--- src/hdl/assert_macros.svh ---
// Assertion macros shared by the RTL of the bus node.
`ifndef ASSERT_MACROS_SVH
`define ASSERT_MACROS_SVH
`ifndef ASSERT_OFF
// Checks that a property holds on every rising edge of clk outside reset.
`define ASSERT_CLK(label, prop) \
  label: assert property (@(posedge clk) disable iff (!rst_n) (prop)) \
    else $error("bus node assertion failed");
// Checks that a condition never holds on a rising edge of clk outside reset.
`define ASSERT_NEVER(label, cond) \
  label: assert property (@(posedge clk) disable iff (!rst_n) !(cond)) \
    else $error("bus node forbidden condition seen");
`else
`define ASSERT_CLK(label, prop)
`define ASSERT_NEVER(label, cond)
`endif
`endif

--- src/hdl/lsbn_pkg.sv ---
// Types and constants of the LIN-style bus node.
package lsbn_pkg;

  localparam int BUFFER_DEPTH = 64;
  localparam int ADDR_W       = $clog2(BUFFER_DEPTH);
  localparam int LEN_W        = 7;
  localparam int CFG_IDX_W    = 1;

  localparam logic [LEN_W-1:0] DEPTH_LEN = LEN_W'(BUFFER_DEPTH);

  localparam logic [7:0] SYNC_BYTE    = 8'h55;
  localparam logic [7:0] BUS_REQ_BYTE = 8'hFF;

  localparam logic [15:0] REQUEST_INTERVAL_RST = 16'd1000;
  localparam logic [15:0] RECEIVE_TIMEOUT_RST  = 16'd20;

  localparam logic [CFG_IDX_W-1:0] REG_REQUEST_INTERVAL = CFG_IDX_W'(0);
  localparam logic [CFG_IDX_W-1:0] REG_RECEIVE_TIMEOUT  = CFG_IDX_W'(1);

  localparam logic [2:0] MODE_RX_BYTE   = 3'd0;
  localparam logic [2:0] MODE_BREAK     = 3'd1;
  localparam logic [2:0] MODE_TIMEOUT   = 3'd2;
  localparam logic [2:0] MODE_LOAD      = 3'd3;
  localparam logic [2:0] MODE_SEND      = 3'd4;
  localparam logic [2:0] MODE_RECEIVE   = 3'd5;
  localparam logic [2:0] MODE_ACK       = 3'd6;

  localparam logic [1:0] TIMER_LEAVE = 2'd0;
  localparam logic [1:0] TIMER_STOP  = 2'd1;
  localparam logic [1:0] TIMER_START = 2'd2;

  localparam logic DONE_SEND    = 1'b0;
  localparam logic DONE_RECEIVE = 1'b1;

  typedef enum logic [1:0] {
    BUS_IDLE     = 2'd0,
    BUS_SYNC     = 2'd1,
    BUS_TRANSFER = 2'd2,
    BUS_ERROR    = 2'd3
  } bus_phase_t;

  typedef enum logic [2:0] {
    PH_IDLE     = 3'd0,
    PH_PENDING  = 3'd1,
    PH_ACTIVE   = 3'd2,
    PH_END      = 3'd3,
    PH_FINISHED = 3'd4
  } op_phase_t;

  typedef struct packed {
    logic [2:0]       mode;
    logic [7:0]       byte_value;
    logic             line_high;
    logic [5:0]       buffer_index;
    logic [LEN_W-1:0] op_length;
  } in_word_t;

  typedef struct packed {
    logic             tx_valid;
    logic [7:0]       tx_byte;
    logic [1:0]       timer_action;
    logic [15:0]      timer_period;
    logic             rx_valid;
    logic [5:0]       rx_index;
    logic [7:0]       rx_byte;
    logic             done_valid;
    logic             done_kind;
    logic [LEN_W-1:0] rx_count;
    logic             accepted;
  } out_word_t;

endpackage

--- src/hdl/lin_style_bus_node.sv ---
// LIN-style bus node: event decoder, transmit buffer memory and result register.
// A word accepted into the execute stage register gives its result word on out_* from the output register.
// Throughput: one word per cycle while out_stall is low; the memory read for a word is issued as it is accepted.
// A stalled output holds the execute stage, which then stalls the input channel.
// Reset (rst_n low, synchronous) idles all phases and restores the register defaults;
// the transmit buffer is not cleared and holds undefined bytes until loaded.
`include "assert_macros.svh"

module lin_style_bus_node
  import lsbn_pkg::*;
(
  input  logic                 clk,
  input  logic                 rst_n,
  input  logic                 in_valid,
  output logic                 in_stall,
  input  in_word_t             in_word,
  output logic                 out_valid,
  input  logic                 out_stall,
  output out_word_t            out_word,
  input  logic                 cfg_valid,
  output logic                 cfg_ready,
  input  logic [CFG_IDX_W-1:0] cfg_index,
  input  logic [15:0]          cfg_data
);

  // The design has two stages. The accept stage registers the word and reads
  // the transmit buffer at the position that the word may need. The execute
  // stage then decodes the word against the phase registers and the read
  // byte, writes the buffer for a load and places the result in the output
  // register.

  logic [15:0] request_interval_r;
  logic [15:0] receive_timeout_r;

  bus_phase_t       bus_phase_r, bus_phase_nxt;
  op_phase_t        send_phase_r, send_phase_nxt;
  op_phase_t        recv_phase_r, recv_phase_nxt;
  logic [LEN_W-1:0] tx_position_r, tx_position_nxt;
  logic [LEN_W-1:0] tx_count_r, tx_count_nxt;
  logic [7:0]       last_sent_r, last_sent_nxt;
  logic [LEN_W-1:0] rx_position_r, rx_position_nxt;
  logic [LEN_W-1:0] rx_limit_r, rx_limit_nxt;
  logic [15:0]      timer_compare_r, timer_compare_nxt;

  // Execute stage holding register.
  logic     s1_valid_r, s1_valid_nxt;
  in_word_t s1_word_r;

  // Output register.
  logic      out_valid_r, out_valid_nxt;
  out_word_t out_word_r, res;

  // Transmit buffer and its read path.
  logic [7:0]        tx_mem [BUFFER_DEPTH];
  logic [7:0]        mem_q_r;
  logic              fwd_hit_r;
  logic [7:0]        fwd_data_r;
  logic [ADDR_W-1:0] rd_addr;
  logic              fwd_hit_nxt;
  logic [7:0]        buf_byte;
  logic              mem_we;
  logic [ADDR_W-1:0] wr_addr;

  logic in_acc;
  logic s1_fire;
  logic send_wants;

  // Configuration writes are always taken; the user must send them only while the node is idle, which is not enforced.
  assign cfg_ready = 1'b1;

  always_ff @(posedge clk) begin
    if (!rst_n) begin
      request_interval_r <= REQUEST_INTERVAL_RST;
      receive_timeout_r  <= RECEIVE_TIMEOUT_RST;
    end else if (cfg_valid && cfg_ready) begin
      unique case (cfg_index)
        REG_REQUEST_INTERVAL: request_interval_r <= cfg_data;
        REG_RECEIVE_TIMEOUT:  receive_timeout_r  <= cfg_data;
        default: ;
      endcase
    end
  end

  // Handshake. The execute stage retires its word whenever the output
  // register is free or is being emptied in the same cycle.
  assign s1_fire   = s1_valid_r && (!out_valid_r || !out_stall);
  assign in_stall  = s1_valid_r && !s1_fire;
  assign in_acc    = in_valid && !in_stall;
  assign out_valid = out_valid_r;
  assign out_word  = out_word_r;

  always_comb begin
    s1_valid_nxt  = in_acc ? 1'b1 : (s1_fire ? 1'b0 : s1_valid_r);
    out_valid_nxt = s1_fire ? 1'b1 : (out_stall ? out_valid_r : 1'b0);
  end

  // The byte that the execute stage sees: the registered memory read, or the
  // byte that a load wrote to the same entry in the cycle of the read.
  assign buf_byte   = fwd_hit_r ? fwd_data_r : mem_q_r;
  assign send_wants = (send_phase_r == PH_PENDING) || (send_phase_r == PH_ACTIVE) ||
                      (send_phase_r == PH_END);

  // Execute stage: next state and result word.
  always_comb begin
    bus_phase_nxt     = bus_phase_r;
    send_phase_nxt    = send_phase_r;
    recv_phase_nxt    = recv_phase_r;
    tx_position_nxt   = tx_position_r;
    tx_count_nxt      = tx_count_r;
    last_sent_nxt     = last_sent_r;
    rx_position_nxt   = rx_position_r;
    rx_limit_nxt      = rx_limit_r;
    timer_compare_nxt = timer_compare_r;
    res               = '0;
    mem_we            = 1'b0;
    wr_addr           = s1_word_r.buffer_index[ADDR_W-1:0];

    if (s1_fire) begin
      unique case (s1_word_r.mode)
        MODE_RX_BYTE: begin
          res.timer_action = TIMER_STOP;
          unique case (bus_phase_r)
            BUS_IDLE: begin
              if (send_wants) begin
                res.timer_action = TIMER_START;
                res.timer_period = timer_compare_r;
              end
            end
            BUS_SYNC: begin
              if (s1_word_r.byte_value != SYNC_BYTE) begin
                bus_phase_nxt = BUS_ERROR;
              end else begin
                if (recv_phase_r == PH_PENDING || recv_phase_r == PH_ACTIVE) begin
                  recv_phase_nxt  = PH_ACTIVE;
                  rx_position_nxt = '0;
                end
                if (send_wants) begin
                  // The buffer was read at the first entry for this word.
                  send_phase_nxt  = PH_ACTIVE;
                  last_sent_nxt   = buf_byte;
                  tx_position_nxt = LEN_W'(1);
                  res.tx_valid    = 1'b1;
                  res.tx_byte     = buf_byte;
                end
                bus_phase_nxt = BUS_TRANSFER;
              end
              res.timer_action = TIMER_START;
              res.timer_period = timer_compare_r;
            end
            BUS_TRANSFER: begin
              if (send_phase_r == PH_ACTIVE) begin
                // Our own echo must come back unchanged with the line high,
                // otherwise another node has won the bus.
                if (s1_word_r.byte_value == last_sent_r && s1_word_r.line_high) begin
                  if (tx_position_r < tx_count_r) begin
                    last_sent_nxt   = buf_byte;
                    tx_position_nxt = tx_position_r + LEN_W'(1);
                    res.tx_valid    = 1'b1;
                    res.tx_byte     = buf_byte;
                  end else begin
                    send_phase_nxt = PH_END;
                  end
                end else begin
                  send_phase_nxt = PH_PENDING;
                end
              end else if (send_phase_r == PH_END) begin
                send_phase_nxt = PH_PENDING;
              end
              if (recv_phase_r == PH_ACTIVE && rx_position_r < rx_limit_r) begin
                res.rx_valid    = 1'b1;
                res.rx_index    = rx_position_r[5:0];
                res.rx_byte     = s1_word_r.byte_value;
                rx_position_nxt = rx_position_r + LEN_W'(1);
              end
              res.timer_action = TIMER_START;
              res.timer_period = timer_compare_r;
            end
            default: begin
              res.timer_action = TIMER_START;
              res.timer_period = timer_compare_r;
            end
          endcase
        end
        MODE_BREAK: begin
          timer_compare_nxt = receive_timeout_r;
          res.timer_action  = TIMER_START;
          res.timer_period  = receive_timeout_r;
          bus_phase_nxt     = BUS_SYNC;
        end
        MODE_TIMEOUT: begin
          res.timer_action = TIMER_STOP;
          bus_phase_nxt    = BUS_IDLE;
          if (bus_phase_r == BUS_TRANSFER) begin
            // A completed send is reported ahead of an active receive.
            if (send_phase_r == PH_END) begin
              send_phase_nxt = PH_FINISHED;
              res.done_valid = 1'b1;
              res.done_kind  = DONE_SEND;
            end else if (recv_phase_r == PH_ACTIVE) begin
              recv_phase_nxt = PH_FINISHED;
              res.done_valid = 1'b1;
              res.done_kind  = DONE_RECEIVE;
              res.rx_count   = rx_position_r;
            end
          end else if (send_wants) begin
            res.tx_valid      = 1'b1;
            res.tx_byte       = BUS_REQ_BYTE;
            timer_compare_nxt = request_interval_r;
            res.timer_action  = TIMER_START;
            res.timer_period  = request_interval_r;
          end
        end
        MODE_LOAD: begin
          mem_we = (LEN_W'(s1_word_r.buffer_index) < DEPTH_LEN);
        end
        MODE_SEND: begin
          if (send_phase_r == PH_IDLE && s1_word_r.op_length != '0) begin
            res.accepted    = 1'b1;
            send_phase_nxt  = PH_PENDING;
            tx_position_nxt = '0;
            tx_count_nxt    = (s1_word_r.op_length > DEPTH_LEN) ? DEPTH_LEN :
                                                                  s1_word_r.op_length;
            if (bus_phase_r == BUS_IDLE) begin
              res.tx_valid      = 1'b1;
              res.tx_byte       = BUS_REQ_BYTE;
              timer_compare_nxt = request_interval_r;
              res.timer_action  = TIMER_START;
              res.timer_period  = request_interval_r;
            end
          end
        end
        MODE_RECEIVE: begin
          if (recv_phase_r == PH_IDLE && s1_word_r.op_length != '0) begin
            res.accepted    = 1'b1;
            recv_phase_nxt  = PH_PENDING;
            rx_position_nxt = '0;
            rx_limit_nxt    = (s1_word_r.op_length > DEPTH_LEN) ? DEPTH_LEN :
                                                                  s1_word_r.op_length;
          end
        end
        MODE_ACK: begin
          if (send_phase_r == PH_FINISHED) begin
            send_phase_nxt = PH_IDLE;
          end else if (recv_phase_r == PH_FINISHED) begin
            recv_phase_nxt = PH_IDLE;
          end
        end
        default: ;
      endcase
    end
  end

  // Read address for the word being accepted, taken from the state that the
  // word will meet in the execute stage: the first entry after a break,
  // otherwise the current send position.
  always_comb begin
    rd_addr     = (bus_phase_nxt == BUS_SYNC) ? '0 : tx_position_nxt[ADDR_W-1:0];
    fwd_hit_nxt = mem_we && (wr_addr == rd_addr);
  end

  always_ff @(posedge clk) begin
    if (mem_we) begin
      tx_mem[wr_addr] <= s1_word_r.byte_value;
    end
    if (in_acc) begin
      mem_q_r    <= tx_mem[rd_addr];
      fwd_hit_r  <= fwd_hit_nxt;
      fwd_data_r <= s1_word_r.byte_value;
      s1_word_r  <= in_word;
    end
    if (s1_fire) begin
      out_word_r <= res;
    end
  end

  always_ff @(posedge clk) begin
    if (!rst_n) begin
      bus_phase_r     <= BUS_IDLE;
      send_phase_r    <= PH_IDLE;
      recv_phase_r    <= PH_IDLE;
      tx_position_r   <= '0;
      tx_count_r      <= '0;
      last_sent_r     <= '0;
      rx_position_r   <= '0;
      rx_limit_r      <= '0;
      timer_compare_r <= REQUEST_INTERVAL_RST;
      s1_valid_r      <= 1'b0;
      out_valid_r     <= 1'b0;
    end else begin
      bus_phase_r     <= bus_phase_nxt;
      send_phase_r    <= send_phase_nxt;
      recv_phase_r    <= recv_phase_nxt;
      tx_position_r   <= tx_position_nxt;
      tx_count_r      <= tx_count_nxt;
      last_sent_r     <= last_sent_nxt;
      rx_position_r   <= rx_position_nxt;
      rx_limit_r      <= rx_limit_nxt;
      timer_compare_r <= timer_compare_nxt;
      s1_valid_r      <= s1_valid_nxt;
      out_valid_r     <= out_valid_nxt;
    end
  end

  // The input is held back only while a word waits in the execute stage.
  `ASSERT_CLK(a_stall_has_word, in_stall |-> s1_valid_r)
  // A completion never goes out together with a byte for the transmitter.
  `ASSERT_NEVER(a_done_without_tx, out_valid_r && out_word_r.done_valid && out_word_r.tx_valid)
  // An active send never runs past the number of bytes it was given.
  `ASSERT_CLK(a_send_in_range, (send_phase_r == PH_ACTIVE) |-> (tx_position_r <= tx_count_r))
  // A word retired while the output is stalled would overwrite a pending result.
  `ASSERT_CLK(a_no_overwrite, (out_valid_r && out_stall) |-> !s1_fire)

endmodule

--- config.mk ---
export PLATFORM = sky130hd
export DESIGN_NAME = lin_style_bus_node
export DESIGN_NICKNAME = d
export VERILOG_FILES = /design/src/hdl/lsbn_pkg.sv /design/src/hdl/lin_style_bus_node.sv
export VERILOG_INCLUDE_DIRS = /design/src /design/src/hdl
export SDC_FILE = /design/constraint.sdc
export NUM_CORES = 1
export LEC_CHECK = 0
export BUFFER_PORTS_ARGS = -buffer_cell sky130_fd_sc_hd__buf_4
export CAP_MARGIN = 20
export CORE_MARGIN = 3
export CORE_UTILIZATION = 51
export CTS_CLUSTER_DIAMETER = 30
export DETAILED_ROUTE_END_ITERATION = 10
export MAX_ROUTING_LAYER = met4
export PLACE_DENSITY_LB_ADDON = 0.08
export SKIP_CTS_REPAIR_TIMING = 1
export SLEW_MARGIN = 0
export SYNTH_ARGS = -nofsm -noshare
export SYNTH_HDL_FRONTEND = slang
export SYNTH_SLANG_ARGS = --single-unit
--- constraint.sdc ---
create_clock -name clk -period 9.1 [get_ports clk]
set_clock_uncertainty 0.2 [all_clocks]
set_input_delay 0.91 -clock clk [delete_from_list [all_inputs] [get_ports clk]]
set_output_delay 0.91 -clock clk [all_outputs]
set_load 0.01 [all_outputs]
==> results.rst, run 1 <==
.. list-table::
   :header-rows: 1

   * - Metric
     - Value
   * - Outcome
     - finished, final reports clean
   * - Avg Inst Size Synth
     - about 13 µm²
   * - Final weighted congestion in routability-driven placement
     - roughly 0.85
   * - Place WS
     - between 3000 and 4000 ps
   * - Clock-pin slew on the worst setup and hold paths
     - around 50 ps
   * - Static Leak
     - 13.0 nW
   * - Filler cell count
     - ~4300
   * - Count of synthesis-stage warnings from yosys
     - 0
   * - Synthesized-area fraction occupied by adder cells
     - 0.759%
   * - Class of the tightest hold or removal check
     - input port to flop
   * - Highest cell delay on the worst timing path
     - 1020 ps
   * - Ranking of synthesized cells by instance count
     - edfxtp_1, nand2_1, nor2_1
   * - Worst-Skew Late Latency
     - a little under 700 ps
   * - Die outline height
     - 247 µm
   * - Largest net degree at the start of global routing
     - 170
   * - Total overflow reported by the global router
     - 0
   * - Critical path, cell by cell
     - nand4bb_1 -> o211a_1 -> o21bai_1 -> a21boi_4 -> buf_4 -> a31oi_4 -> buf_4 -> nand2_1 -> a311oi_1 -> nor4_1 -> buf_2 -> nor4bb_1
   * - Maximum net fanout on the critical path
     - 50
   * - Via count of the first global-routing pass
     - approximately 20000
   * - Max-cap check violation count
     - 0
   * - Dominant cell by count in the synthesized netlist
     - edfxtp_1
   * - CTS tree
     - done
   * - CP dominant cell by count
     - buf_4
   * - Syn nets
     - roughly 2400
   * - H-Tree Level Count
     - 4
   * - Post-route DRC
     - 0
   * - Overall die width
     - roughly 250 µm
   * - Sum Neg Setup Slack
     - 0 ps
   * - Slowest CP cell
     - edfxtp_1
   * - Count of boundary I/O pins
     - around 100
   * - Number of I/O port buffers
     - 100
   * - CP Data Arrival Time
     - 5770 ps
   * - Combinational family with the most area after synthesis
     - simple AND/OR/NAND/NOR gates
   * - Final Max Tran Viols
     - 0
   * - Post-route fraction of the period consumed by the critical path
     - approximately three fifths
   * - Std-Cell Core Area
     - approximately 57000 µm²
   * - Total track usage
     - between 20% and 30%
   * - Mapped Cells
     - between 2000 and 2500
   * - Worst slew margin relative to its limit
     - about a quarter
   * - Cells taking the most area after synthesis
     - edfxtp_1, dfxtp_1, nand2_1
   * - NumNets Final
     - 2570
   * - IR drop worst, VDD
     - 0.000178 V
   * - Power density cells
     - between 200 and 250 nW/µm²
   * - Cell taking the most area after synthesis
     - edfxtp_1
   * - Buffer type at the clock tree root
     - clkbuf_16
   * - Maximum buffer depth of the clock tree
     - 3
   * - Std cell rows
     - slightly below 90
   * - Total die area
     - 61100 µm²
   * - Effective utilization at floorplan
     - 52.1%
   * - RSZ-0062 raised after global routing
     - no
   * - Via-to-Cell Ratio
     - between 5 and 6
   * - Wire length of the first global-routing pass
     - 121000 µm
   * - Layout overhead on the synthesized area
     - 20.7%
   * - Residual antenna-violating net count after detailed routing
     - 0
   * - Post-synthesis instance area
     - 29700 µm²
   * - Detailed-placement wirelength estimate
     - 47400 µm
   * - Synth top area share
     - between 60% and 70%
   * - Worst setup slack after layout
     - about 3600 ps
   * - Initial DRC count
     - between 2000 and 2500
   * - Share of final-layout standard cells stronger than drive strength 1
     - 15.3%
   * - Start-to-end type of the worst setup path
     - flop to flop
   * - Simple-Gate Fraction of Synth Area
     - between 15 and 20%
   * - Final number of setup-violating endpoints
     - 0
   * - Number of clock sinks
     - 700
   * - Drt wl/cell
     - 23.9 µm
   * - Critical Path End Type
     - flop
   * - Seq/Total Area, Yosys
     - between 60% and 70%
   * - Predominant post-synthesis flop cell
     - edfxtp_1
   * - Number of antenna violations at the first check in global routing
     - 0
   * - Number of storage elements in the synthesis netlist
     - 700
   * - Total length of routed wires
     - a little over 80000 µm
   * - Transition time of the tightest slew-check pin
     - roughly 1100 ps
   * - Number of buffers created by CTS
     - 139
   * - Maximum operating frequency
     - around 0.18 GHz
   * - Portion of netlist area occupied by mux cells
     - under 10%
   * - Required arrival time at the worst endpoint
     - around 9400 ps
   * - Async S/R FF share, synth
     - 0%
   * - Xor/xnor share of the synthesized area
     - less than 1%
   * - Minimum clock period after layout
     - ~5500 ps
   * - Yosys cell types
     - just under 90
   * - Crit path launch type
     - flop
   * - Compound-gate portion of the synthesized area
     - 9.46%
   * - Number of detailed-route iterations in the first pass
     - 8
   * - Count of flip-flops with a built-in enable after synthesis
     - 606
   * - Hold Fails Final Rpt
     - 0
   * - Vias post-DR
     - slightly above 20000
flip-flops by register name, summed over array words and instances (netlist names):
register / flops
out_word: 52
fwd_hit_r: 1
s1_valid_r: 1
tx_position_r: 7
rx_limit_r: 7
tx_count_r: 7
rx_position_r: 7
timer_compare_r: 16
tx_mem: 512
request_interval_r: 16
send_phase_r: 3
bus_phase_r: 2
wr_addr: 6
fwd_data_r: 8
receive_timeout_r: 16
out_valid: 1
recv_phase_r: 3
s1_word_r: 19
mem_q_r: 8
last_sent_r: 8
critical path, delay by kind of cell (launching register included):
kind	cells	cell delay, ps
compound gates	5	2040
buf+inv	3	1090
flops	1	1020
simple gates	4	870
where the power goes:
group | leakage [nW] | internal (mW) | switching [mW] | total (mW)
Combinational | 4.42 | 0.0625 | 0.129 | 0.191
Clock | 2.30 | 3.46 | 1.64 | 5.09
Sequential | 6.27 | 3.53 | 0.0324 | 3.56
layer usage:
metal	vias to the layer above	global-route usage [%]	part of all wire, %
met5	-	-	0
met4	0	9.37	2.4
met3	139	5.16	6.9
met2	827	43.6	49
met1	10000	35.1	41
li1	9139	-	-
cell usage in the layout, fill, tap and decap left out, types with 17 or more instances in the layout:
cell / netlist / routed
nor4_1: 24 / 23
a21oi_1: 42 / 42
buf_4: 10 / 125
nand2b_1: 20 / 20
a311oi_1: 22 / 22
clkbuf_16: 0 / 148
nand3_1: 114 / 113
dfxtp_1: 94 / 94
a21boi_0: 32 / 32
clkinv_2: 0 / 23
ha_1: 18 / 18
a31oi_1: 25 / 24
nor3_1: 68 / 67
clkinv_1: 1 / 19
inv_1: 40 / 40
and2_1: 32 / 32
a211oi_1: 58 / 58
o211a_1: 20 / 20
nand2_1: 360 / 360
o21ai_0: 61 / 61
nand4_1: 21 / 21
bufinv_16: 0 / 17
nor2b_1: 30 / 29
nor2_1: 228 / 225
mux2i_1: 96 / 96
edfxtp_1: 606 / 606
layout make-up:
cell class	count	area [µm²]	share of cell area [%]
repair buffers	136	1060	2.96
clock buffers	168	3820	10.7
flip-flops and latches	700	20100	56.1
multi-input cells	1487	8800	24.6
inverters	41	154	0.430
clock inverters	87	955	2.67
diodes	1	2.50	0.00699
well taps	756	946	2.64
final timing paths:
check | from | to | slack [ps] | depth (start not counted)
worst max-delay path | s1_word_r[16] | mem_q_r[0] | 3630 | 12
worst min-delay path | in_word[13] | s1_word_r[13] | 200 | 1
worst max register to register | s1_word_r[16] | mem_q_r[0] | 3630 | 12
worst min register to register | receive_timeout_r[1] | receive_timeout_r[1] | 280 | 2
stage by stage:
stage	cell area (µm²)	power [mW]	hold slack, ps	instances	utilization [%]
5_1_grt	35800	9.11	166	3375	62.9
3_5_place_dp	31000	3.81	278	3119	54.5
4_1_cts	35800	8.91	157	3374	62.9
2_1_floorplan	29700	3.71	255	2373	-
6_report	35800	8.85	200	3376	62.9
3_3_place_gp	31000	3.81	267	3112	54.4
cells by family (layout without fill, tap and decap cells):
group                      after synthesis  after routing
AOI/OAI and AO/OA                      378            378
xor gates and xnor gates                18             18
adders and majority gates               18             18
buffers and inverters                  186            432
DFF                                    700            700
muxes                                  106            106
other                                    1              2
and+or+nand+nor                        966            966
Power figures use the tool's default switching activity.
==> inputs of run 2 (changes only) <==
==> constraint.sdc (replaced) <==
create_clock -name clk -period 5.3 [get_ports clk]
set_clock_uncertainty 0.2 [all_clocks]
set_input_delay 0.53 -clock clk [delete_from_list [all_inputs] [get_ports clk]]
set_output_delay 0.53 -clock clk [all_outputs]
set_load 0.01 [all_outputs]
==> results.rst, run 2 (same netlist as run 1, synthesis figures left out) <==
.. list-table::
   :header-rows: 1

   * - Metric
     - Value
   * - Outcome
     - finished, final reports clean
   * - Core utilization of the finished layout
     - 63.4% (+0.46 points)
   * - CP Data Arrival Time
     - 5080 ps (-690 ps)
   * - Sequential share of power
     - 41.3% (+1.0 points)
   * - Number of antenna violations at the first check in global routing
     - 0 (unchanged)
   * - CTS tree
     - done
   * - Net switching power
     - 3.09 mW (+72%)
   * - Total track usage
     - 27.6% (+0.39 points)
   * - Number of clock sinks
     - 700 (unchanged)
   * - Layout overhead on the synthesized area
     - 21.6%
   * - Hold Fails Final Rpt
     - 0 (unchanged)
   * - Post-route DRC
     - 0 (unchanged)
   * - Crit path launch type
     - flop
   * - Std cell rows
     - 87 (unchanged)
   * - Transition time of the tightest slew-check pin
     - 1080 ps (-42.7 ps)
   * - Effective utilization at floorplan
     - 52.1% (unchanged)
   * - Buffer type at the clock tree root
     - clkbuf_16
   * - Launching point of the worst reg2reg path
     - s1_word_r[22]
   * - Post-route fraction of the period consumed by the critical path
     - 92.1% (+32 points)
   * - Number of detailed-route iterations in the first pass
     - 8 (unchanged)
   * - Total die area
     - 61100 µm² (unchanged)
   * - Worst-Skew Late Latency
     - 690 ps (about the same)
   * - Share of final-layout standard cells stronger than drive strength 1
     - 14.7% (-0.61 points)
   * - Total overflow reported by the global router
     - 0 (unchanged)
   * - Proportion of power drawn by combinational gates
     - 2.4% (+0.2 points)
   * - Reg2Reg Setup Slack
     - 420 ps (-3210 ps)
   * - Vias post-DR
     - 20400 (+1.2%)
   * - Critical Path End Type
     - flop
   * - Most frequent cells in the layout
     - edfxtp_1, nand2_1, nor2_1
   * - Sum Neg Setup Slack
     - 0 ps (unchanged)
   * - RSZ-0062 raised after global routing
     - no
   * - Hold path startpoint
     - cfg_index
   * - Residual antenna-violating net count after detailed routing
     - 0 (unchanged)
   * - Max FFs per register
     - 512 (unchanged)
   * - Register name with the most flops
     - tx_mem
   * - Drt wl/cell
     - 23.9 µm (+0.22%)
   * - Worst slew margin relative to its limit
     - 27.8% (+2.8 points)
   * - Std-Cell Core Area
     - 56900 µm² (unchanged)
   * - Number of buffers created by CTS
     - 142 (+2.2%)
   * - Number of I/O port buffers
     - 100 (unchanged)
   * - Die outline height
     - 247 µm (unchanged)
   * - Clock power frac
     - 56.2% (-1.4 points)
   * - Power density cells
     - 410 nW/µm² (+66%)
   * - # diodes
     - 0 (-1)
   * - Via count of the first global-routing pass
     - 19700 (-0.010%)
   * - Timing startpoint of the critical path
     - s1_word_r[22]
   * - Most common cell after layout, fill and taps aside
     - edfxtp_1
   * - IR drop worst, VDD
     - 0.000311 V (+75%)
   * - Final Max Tran Viols
     - 0 (unchanged)
   * - Required arrival time at the worst endpoint
     - 5500 ps (-3910 ps)
   * - Maximum operating frequency
     - 0.205 GHz (+12%)
   * - Clock-pin slew on the worst setup and hold paths
     - 50 ps (about the same)
   * - Class of the tightest hold or removal check
     - input port to flop
   * - Maximum net fanout on the critical path
     - 109 (+120%)
   * - Initial DRC count
     - 2321 (+14%)
   * - H-Tree Level Count
     - 4 (unchanged)
   * - Wire length of the first global-routing pass
     - 123000 µm (+1.3%)
   * - Minimum clock period after layout
     - 4880 ps (-585 ps)
   * - Final weighted congestion in routability-driven placement
     - 0.877 (+3.3%)
   * - Largest net degree at the start of global routing
     - 110 (-35%)
   * - Critical path, cell by cell
     - or3_1 -> nor3_1 -> a21oi_1 -> a21bo_1 -> o31ai_4 -> buf_12 -> a211oi_1 -> a311oi_1 -> nor4_1 -> nor4bb_1
   * - Max-cap check violation count
     - 0 (unchanged)
   * - Slowest CP cell
     - nor4_1
   * - Overall die width
     - 247 µm (unchanged)
   * - Count of boundary I/O pins
     - 102 (unchanged)
   * - Internal
     - 11.7 mW (+66%)
   * - Static Leak
     - 13.1 nW (+0.78%)
   * - Final number of setup-violating endpoints
     - 0 (unchanged)
   * - Highest cell delay on the worst timing path
     - 860 ps (-160 ps)
   * - NumNets Final
     - 2620 (+1.9%)
   * - Total length of routed wires
     - 81900 µm (+1.6%)
   * - Start-to-end type of the worst setup path
     - flop to flop
   * - Detailed-placement wirelength estimate
     - 47900 µm (+1.1%)
   * - Share of total power consumed by net switching
     - 20.9% (+0.55 points)
   * - Via-to-Cell Ratio
     - 5.95 (-0.12%)
   * - Maximum buffer depth of the clock tree
     - 3 (unchanged)
[run 2: cell types whose count changed in the layout (fill, tap and decap cells not counted), moves of 2 or more]
cell           previous run  this run
clkinv_2                 23        21
dlygate4sd3_1             0        43
buf_2                     7         0
buf_12                    3         8
buf_4                   125       132
clkinvlp_4               15        11
clkinv_4                  4         9
clkinv_1                 19        23
clkbuf_1                 16        23
bufinv_16                17         9
[run 2: final timing paths]
kind,to,cells after the start
min reg2reg,receive_timeout_r[6],2
min,request_interval_r[1],5
max reg2reg,mem_q_r[0],10
max,mem_q_r[0],10
[run 2: cell type report]
cell class                 count  area, µm²
clock buffer                 173       3810
clock inverter                82        721
fill                        4385      20800
inverter                      41        154
multi-input combinational   1487       8790
sequential                   700      20100
tap                          756        946
timing repair buffer         183       1580
[run 2: metrics by stage]
step	area [µm²]	hold WS [ps]	setup WS, ps	total power [mW]	instances
floorplan	29700	255	906	6.37	2373
global placement	31100	268	430	6.54	3124
detailed placement	31100	278	478	6.54	3124
CTS	35700	-227	469	14.9	3379
global route	36100	194	156	15.2	3422
finish	36100	194	419	14.8	3422
[run 2: critical path, delay by kind of cell, from the launching register on]
kind            cells  cell delay, ps
flops               1             590
buf+inv             1             280
simple gates        4            1790
compound gates      5            1620
[run 2: power by group through the flow]
stage          sequential [mW]  combinational, mW  clock (mW)
2_1_floorplan             6.23              0.142           0
3_3_place_gp              6.20              0.330           0
3_5_place_dp              6.21              0.334           0
4_1_cts                   6.11              0.336        8.40
5_1_grt                   6.11              0.390        8.71
6_report                  6.11              0.361        8.31
[run 2: metal layers]
metal  vias to the layer above  global-route usage, %  part of all wire, %
met3                       152                   5.78                  8.2
met5                         -                      -                    0
met1                     10100                   36.4                   41
li1                       9244                      -                    -
met4                         0                   9.34                  2.5
met2                       892                   43.0                   48
